**config.mk**
```make
export PLATFORM = sky130hd
export DESIGN_NAME = rotation_matrix_to_quaternion_unit
export DESIGN_NICKNAME = d
export VERILOG_FILES = /design/src/rtl/core/rmq_pkg.sv /design/src/rtl/core/rmq_root_step.sv /design/src/rtl/core/rmq_lane.sv /design/src/rtl/core/rotation_matrix_to_quaternion_unit.sv
export SDC_FILE = /design/constraint.sdc
export NUM_CORES = 2
export LEC_CHECK = 0
export ABC_CLOCK_PERIOD_IN_PS = 4800
export BUFFER_PORTS_ARGS = -buffer_cell sky130_fd_sc_hd__buf_4
export CAP_MARGIN = 0
export CORE_MARGIN = 5
export CORE_UTILIZATION = 40
export DETAILED_ROUTE_END_ITERATION = 10
export PLACE_DENSITY_LB_ADDON = 0.2
export SKIP_CTS_REPAIR_TIMING = 1
export SLEW_MARGIN = 20
export SYNTH_ARGS = -nofsm -noshare
export SYNTH_HDL_FRONTEND = slang
export SYNTH_HIERARCHICAL = 1
export SYNTH_SLANG_ARGS = --single-unit
```
**constraint.sdc**
```tcl
create_clock -name clk -period 4.8 [get_ports clk]
set_input_delay 0.48 -clock clk [delete_from_list [all_inputs] [get_ports clk]]
set_output_delay 0.48 -clock clk [all_outputs]
set_load 0.005 [all_outputs]
```
**src/rtl/core/rmq_pkg.sv**
```systemverilog
// ----------------------------------------------------------------------------
// Rotation matrix to quaternion package
// Shared payload types, widths and the per-step square root state.
// ----------------------------------------------------------------------------
package rmq_pkg;

  localparam int EntryW = 16;
  localparam int SumW   = 18;
  localparam int RadW   = 30;
  localparam int RootW  = 15;
  localparam int RemW   = 17;
  localparam int QuatW  = 16;
  localparam int FracShift = 12;

  localparam logic signed [SumW-1:0] OneQ14 = SumW'(16384);

  typedef struct packed {
    logic signed [EntryW-1:0] r00;
    logic signed [EntryW-1:0] r01;
    logic signed [EntryW-1:0] r02;
    logic signed [EntryW-1:0] r10;
    logic signed [EntryW-1:0] r11;
    logic signed [EntryW-1:0] r12;
    logic signed [EntryW-1:0] r20;
    logic signed [EntryW-1:0] r21;
    logic signed [EntryW-1:0] r22;
  } rmq_in_t;

  typedef struct packed {
    logic        [14:0]      quat_w;
    logic signed [QuatW-1:0] quat_x;
    logic signed [QuatW-1:0] quat_y;
    logic signed [QuatW-1:0] quat_z;
  } rmq_out_t;

  typedef struct packed {
    logic            vld;
    logic            neg;
    logic [RemW-1:0] rem;
    logic [RootW-1:0] root;
    logic [RadW-1:0] rad;
  } root_state_t;

endpackage

```
**src/rtl/core/rmq_root_step.sv**
```systemverilog
// ----------------------------------------------------------------------------
// Square root step
// One registered digit of a restoring square root: two radicand bits in,
// one root bit out.
// ----------------------------------------------------------------------------
module rmq_root_step (
  input  logic                 clk,
  input  logic                 rst,
  input  rmq_pkg::root_state_t cur,
  output rmq_pkg::root_state_t nxt
);
  import rmq_pkg::*;

  logic [RemW+1:0]  trial;
  logic [RemW+2:0]  diff;
  root_state_t      nxt_next;

  always_comb begin
    trial    = {cur.rem, cur.rad[RadW-1 -: 2]};
    diff     = {1'b0, trial} - (RemW+3)'({cur.root, 2'b01});
    nxt_next = cur;
    nxt_next.rad = {cur.rad[RadW-3:0], 2'b00};
    if (!diff[RemW+2]) begin
      nxt_next.rem  = diff[RemW-1:0];
      nxt_next.root = {cur.root[RootW-2:0], 1'b1};
    end else begin
      nxt_next.rem  = trial[RemW-1:0];
      nxt_next.root = {cur.root[RootW-2:0], 1'b0};
    end
  end

  always_ff @(posedge clk) begin
    if (rst) begin
      nxt.vld <= 1'b0;
    end else begin
      nxt.vld <= cur.vld;
    end
    nxt.neg  <= nxt_next.neg;
    nxt.rem  <= nxt_next.rem;
    nxt.root <= nxt_next.root;
    nxt.rad  <= nxt_next.rad;
  end

endmodule

```
**src/rtl/core/rmq_lane.sv**
```systemverilog
// ----------------------------------------------------------------------------
// Quaternion component lane
// Clamp a signed diagonal sum at zero, take the pipelined half root and
// apply the copied sign.
// ----------------------------------------------------------------------------
module rmq_lane (
  input  logic                             clk,
  input  logic                             rst,
  input  logic                             vld,
  input  logic signed [rmq_pkg::SumW-1:0]  sum,
  input  logic                             neg,
  output logic                             out_vld,
  output logic signed [rmq_pkg::QuatW-1:0] value
);
  import rmq_pkg::*;

  root_state_t seed;
  root_state_t st [0:RootW];

  always_comb begin
    seed.vld  = vld;
    seed.neg  = neg;
    seed.rem  = '0;
    seed.root = '0;
    // drop negative sums to zero
    if (sum[SumW-1]) begin
      seed.rad = '0;
    end else begin
      seed.rad = {1'b0, sum[SumW-2:0], FracShift'(0)};
    end
  end

  assign st[0] = seed;

  for (genvar i = 0; i < RootW; i++) begin : g_step
    rmq_root_step u_step (
      .clk (clk),
      .rst (rst),
      .cur (st[i]),
      .nxt (st[i+1])
    );
  end

  logic [QuatW-1:0] mag;

  assign mag     = {1'b0, st[RootW].root};
  assign out_vld = st[RootW].vld;
  assign value   = st[RootW].neg ? signed'(-mag) : signed'(mag);

endmodule

```
**src/rtl/core/rotation_matrix_to_quaternion_unit.sv**
```systemverilog
// ----------------------------------------------------------------------------
// Rotation matrix to quaternion unit
// Pipeline: an accepted matrix passes 1 sum register, 15 square root
// registers in each of four lanes and 1 merge register before done is
// high with the result.
// Throughput: one matrix per cycle while busy is low; busy is high only while
// rst is high and in the first cycle after it.
// Reset clears the valid pipeline; no transaction is in flight afterwards.
// ----------------------------------------------------------------------------
module rotation_matrix_to_quaternion_unit (
  input  logic              clk,
  input  logic              rst,
  input  logic              start,
  output logic              busy,
  input  rmq_pkg::rmq_in_t  item,
  output logic              done,
  output rmq_pkg::rmq_out_t result
);
  import rmq_pkg::*;

  logic signed [SumW-1:0] a00, a11, a22;
  logic signed [EntryW:0] dx, dy, dz;
  logic signed [SumW-1:0] sum_w, sum_x, sum_y, sum_z;
  logic                   neg_x, neg_y, neg_z;
  logic                   sum_vld;
  logic                   accept;

  logic [3:0]              lane_vld;
  logic signed [QuatW-1:0] lane_w, lane_x, lane_y, lane_z;

  assign accept = start && !busy;

  always_ff @(posedge clk) begin
    busy <= rst;
  end

  always_comb begin
    a00 = SumW'(item.r00);
    a11 = SumW'(item.r11);
    a22 = SumW'(item.r22);
    dx  = (EntryW+1)'(item.r21) - (EntryW+1)'(item.r12);
    dy  = (EntryW+1)'(item.r02) - (EntryW+1)'(item.r20);
    dz  = (EntryW+1)'(item.r10) - (EntryW+1)'(item.r01);
  end

  always_ff @(posedge clk) begin
    if (rst) begin
      sum_vld <= 1'b0;
    end else begin
      sum_vld <= accept;
    end
  end

  always_ff @(posedge clk) begin
    sum_w <= OneQ14 + a00 + a11 + a22;
    sum_x <= OneQ14 + a00 - a11 - a22;
    sum_y <= OneQ14 - a00 + a11 - a22;
    sum_z <= OneQ14 - a00 - a11 + a22;
    neg_x <= dx[EntryW];
    neg_y <= dy[EntryW];
    neg_z <= dz[EntryW];
  end

  rmq_lane u_lane_w (
    .clk(clk), .rst(rst), .vld(sum_vld), .sum(sum_w), .neg(1'b0),
    .out_vld(lane_vld[0]), .value(lane_w)
  );

  rmq_lane u_lane_x (
    .clk(clk), .rst(rst), .vld(sum_vld), .sum(sum_x), .neg(neg_x),
    .out_vld(lane_vld[1]), .value(lane_x)
  );

  rmq_lane u_lane_y (
    .clk(clk), .rst(rst), .vld(sum_vld), .sum(sum_y), .neg(neg_y),
    .out_vld(lane_vld[2]), .value(lane_y)
  );

  rmq_lane u_lane_z (
    .clk(clk), .rst(rst), .vld(sum_vld), .sum(sum_z), .neg(neg_z),
    .out_vld(lane_vld[3]), .value(lane_z)
  );

  // merge the four lanes into one result transaction
  always_ff @(posedge clk) begin
    if (rst) begin
      done <= 1'b0;
    end else begin
      done <= &lane_vld;
    end
  end

  always_ff @(posedge clk) begin
    result.quat_w <= lane_w[14:0];
    result.quat_x <= lane_x;
    result.quat_y <= lane_y;
    result.quat_z <= lane_z;
  end

endmodule
```
# == After elaboration in Yosys (flattened, before gate mapping) ==
# Index checks and enable logic that the tools add are counted.
# W data, S select, Z words.
# word_totals
ff_bits,2837
in_bits,147
output_inout_bits,65
word_cells,402
# classes
add_sub_neg,76
mux,67
n_reduce_logical,2
# op_table
operator,n
$mux W32,52
$sub A19 B17 Y20,56
$mux W29,4
$mux W17,4
$sub A16 B16 Y17,3
$neg A15 Y16,3
$mux W15,3
$add A17 B16 Y18,2
$add A18 B16 Y18,2
$sub A17 B16 Y18,2
$sub A18 B16 Y18,2
$add A16 B16 Y17 const A,1
$sub A16 B16 Y17 const A,1
$sub A1 B1 Y2 const B,4
$mux W1,4
$logic_and A1 B1 Y1,1
$logic_not A1 Y1,1

# == Logic depth before layout (Yosys ltp) ==
# logic_depth
depth_word,3
mapped_depth,16
ltp_nobuf,15

# == By module ==
# The synthesis kept the hierarchy.
# modules_own_cells
module,instances,cells_each,area_each_um2,seq_area_each_um2
rmq_root_step at u_lane_w.g_step[0].u_step ...,44,215,2373.5,1241.2
rmq_root_step at u_lane_y.g_step[9].u_step ...,16,234,2457.4,1241.2
rotation_matrix_to_quaternion_unit,1,901,9029.9,2782.7
rmq_lane,4,67,466.7,0.0

# == Worst setup path after synthesis ==
# Ideal clock, no wire load.
# synth_timing
path_type,input -> register
startpoint,input port item[128] in the netlist's numbering
endpoint,register sum_y[17]
setup_ns,0.079
arrival_time_ns,3.580
slack_ns,1.141
path_stages,15
cell_sequence,inv_1 ha_1 nand2_1 or3_1 clkbuf_1 nor3_1 xor2_1 fa_1 inv_1 ha_1 and4_1 nand2_1 o21a_1 or4_1 o211ai_1
# synth_between
elab_chain_cells,3
# synth_lines
element,line,rtl
from (decl),rotation_matrix_to_quaternion_unit.sv:15,"input rmq_pkg::rmq_in_t item,"
$sub A16 B16 Y17,rotation_matrix_to_quaternion_unit.sv:57,sum_y <= OneQ14 - a00 + a11 - a22;
$add A17 B16 Y18,rotation_matrix_to_quaternion_unit.sv:57,
$sub A18 B16 Y18,rotation_matrix_to_quaternion_unit.sv:57,
to (signal assigned),rotation_matrix_to_quaternion_unit.sv:57,
to (decl),rotation_matrix_to_quaternion_unit.sv:23,"logic signed [SumW-1:0] sum_w, sum_x, sum_y, sum_z;"
# Every way passes these cells.
# A chain may end at the register's enable or synchronous reset.

# == Final worst setup path ==
# layout_timing
startpoint,input port item[128] in the netlist's numbering
endpoint,register sum_y[16]
# The elaborated chain is that of the path after synthesis.

==> results by stage <==
Routing:
- The remaining antenna violation count after routing is 0.
- After detailed routing, the number of vias per cell comes to 4.82.
- The violation count after the first detailed-route iteration is 3859.
- The number of search-and-repair iterations in the first detailed-routing pass is 6.
- Dividing the detail-routed wire length by the instance count gives 14.2 µm.
- The via count of the routed design is 87304.
- In the routed design, unresolved DRC markers number 0.
- For this block, the routed nets add up to 257 mm of wire.

Floorplanning:
- The initial core utilization is 40.1%.
- Row generation in the floorplan step produced 211 rows.
- The core box area is 330000 µm².
- The die covers 343000 µm².
- The die is 586 µm tall.
- The width of the die is 586 µm.
- Pin placement for this block handled 212 I/O pins.

Worst setup path:
- Of all nets on the critical path, the largest fanout is 6.
- The register-to-register setup slack is 1770 ps.
- The signal on the critical path passes through buf_4 -> inv_1 -> ha_1 -> nand2_1 -> or3_1 -> nor4_1 -> xor2_1 -> fa_1 -> inv_1 -> ha_1 -> and3_1 -> a221o_1 -> a31o_1 -> a21oi_1 -> xnor2_1.
- For the worst flop-to-flop path, the logic depth is 8.
- For the worst setup path, the data required time is 5610 ps.
- The type of element capturing the critical path is a flip-flop.
- STA classifies the critical path startpoint as a primary input.
- The worst register-to-register path ends at u_lane_z/g_step[1].u_step/nxt[49].
- The slowest stage of the critical path is the sky130_fd_sc_hd__fa_1 cell.
- In this design, the stage delay of the slowest critical-path cell is 460 ps.
- The critical path arrival is 4100 ps.
- The worst reg2reg path startpoint is u_lane_z/g_step[0].u_step/nxt[36].
- The critical path is of the primary input to flip-flop type.

Timing:
- Summed over all failing endpoints, the final setup total negative slack is 0 ps.
- The final critical-path required period is 3290 ps.
- The post-route clock period utilization is 68.5%.
- The highest clock frequency the design can meet is 304 MHz.
- The headroom to the max-slew limit is 32.3%.
- The final-report max-slew violation count is 0.
- The clock tree skew after final layout is 44.0 ps.
- Setup repair after global routing left no endpoint under its margin.
- The number of endpoints with negative hold slack in the final report was 0.
- The final setup violation count is 0.
- For the pin with the worst max-slew slack, the measured transition is 1010 ps.

Power:
- The switching power summed over all nets is 0.0430 W.
- The ratio of total power to cell area is 783 nW/µm².
- Summing internal, switching and leakage power gives 0.118 W.
- The cell-internal power is 0.0747 W.
- Combinational logic is responsible for 46.2% of the overall power.
- Across the VDD grid, the largest voltage drop is 0.312 mV.
- The part of the power in registers is 32.1%.
- Net switching is 36.5% of the power.
- The analysis attributes to cell leakage a power of 68.2 nW.
- The portion of total power attributed to the clock network is 21.7%.

GRT:
- The via count of the first global-routing pass is 85755.
- Across every metal layer, demand over resource in global routing totals 14.6%.
- The wire length of the first global-routing pass is 428 mm.
- The initial antenna violation count is 6.
- Entering global routing, the biggest net connects 64 pins.
- Global routing finished with a remaining overflow of 0.

Clocking:
- The latest clock arrival within the worst-skew pair is 910 ps.
- The clock-pin slew on the worst setup and hold paths is 60 ps.
- The longest clock path from root to sink contains 4 buffers.
- The tree built by TritonCTS fans out to 2951 sinks.
- The H-tree was split into 5 levels.
- TritonCTS created 325 clock buffers.
- TritonCTS built the clock tree.
- The root buffer cell chosen for the clock tree is sky130_fd_sc_hd__clkbuf_16.

Logic synthesis:
- The synthesized netlist occupies a cell area of 133000 µm².
- Synthesis handed over a netlist of 12901 instances.
- The average instance in the mapped netlist occupies 10.3 µm².
- The count of warnings emitted by yosys is 6.

Run status:
- The run finished with clean final reports.

Hold path:
- The class of the tightest hold or removal check is primary input to flip-flop.
- Counting instances, the worst hold path has a depth of 1.
- The startpoint of the most critical hold path is rst.
- The path with the worst hold slack has its endpoint at busy.

Place:
- Once detailed placement completed, the half-perimeter wirelength came to 196 mm.
- The global placer's final weighted congestion is 0.872.
- Port buffering added 211 buffers.

Finish:
- In the final design database the tool counted 14767 nets.
- Of the cells placed in the final design, the portion with a size suffix greater than 1 is 10.7%.
- The layout overhead on the synthesized area is 13.3%.
- Counting the fill cells in the layout gives 31163.

Flow run:
- Across the run, the number of max-cap violations was 0.
==> power by group through the flow <==
stage / Sequential [W] / Combinational, W / Clock [W]
final: 0.0377 / 0.0543 / 0.0256
after global routing: 0.0387 / 0.0605 / 0.0277
after CTS: 0.0378 / 0.0544 / 0.0265
after detailed placement: 0.0383 / 0.0538 / 0
after global placement: 0.0383 / 0.0537 / 0
after floorplan: 0.0360 / 0.0453 / 0
==> metrics by stage <==
stage / util [%] / instances / hold WS (ps) / setup WS, ps / area (µm²)
5_1_grt: 45.5 / 18105 / 38.6 / 1350 / 150000
6_report: 45.5 / 18107 / 77.9 / 1510 / 150000
3_3_place_gp: 42.1 / 17503 / 309 / 621 / 139000
3_5_place_dp: 42.1 / 17503 / 312 / 646 / 139000
2_1_floorplan: - / 13199 / 310 / 1140 / 134000
4_1_cts: 45.5 / 18096 / -206 / 1630 / 150000
==> flip-flops by register name, summed over array words and instances (netlist names), 17 cells and up <==
name                        cells
u_lane_w/g_step.u_step/nxt    703
result                         63
sum_w                          17
u_lane_z/g_step.u_step/nxt    703
u_lane_y/g_step.u_step/nxt    703
sum_y                          17
sum_z                          18
u_lane_x/g_step.u_step/nxt    703
sum_x                          18
==> cell usage in the layout, fill, tap and decap left out, drive strengths merged, types with 234 or more instances in the layout <==
cell and count:
dfxtp 2951, inv 1447, ha 1079, nor2 888, a21oi 665, xnor2 634, mux2 606, nand2 445
o21ai 440, clkbuf 426, a21o 422, o21a 306, conb 303, nor2b 234
==> layer usage <==
layer  up-vias  GRT usage [%]  routed length (µm)
met1     39618           20.5              130000
met5         -              0                   0
met3       411           2.33                9720
met4         0           4.11                6640
li1      45921              -                   -
met2      1354           23.4              111000
==> final cells by class <==
type                    count  area (µm²)  share of cell area [%]
multi-input cells        8533       67300                    44.8
well taps                4366        5460                    3.64
repair buffers            234        1780                    1.18
clock inverters           167        2130                    1.42
inverters                1427        5360                    3.56
diodes                      3        7.51                 0.00500
clock buffers             426        9140                    6.08
flip-flops and latches   2951       59100                    39.3
==> worst max path at each step <==
stage	from	to	slack [ps]	cells past startpoint
6_report	item[128]	sum_y[16]	1510	15
3_3_place_gp	item[128]	sum_y[17]	620	15
3_5_place_dp	item[128]	sum_y[16]	650	15
2_1_floorplan	item[128]	sum_y[17]	1140	15
4_1_cts	item[128]	sum_y[16]	1630	15
5_1_grt	item[128]	sum_z[16]	1350	15
==> critical path: cells and delay by family <==
| family | cells | cell delay (ps) |
|---|---|---|
| simple gates | 4 | 1010 |
| fa+ha+maj | 3 | 980 |
| compound gates | 3 | 740 |
| buf+inv | 3 | 460 |
| xor+xnor | 2 | 430 |
Note: power is estimated with default switching activity, not from simulation.
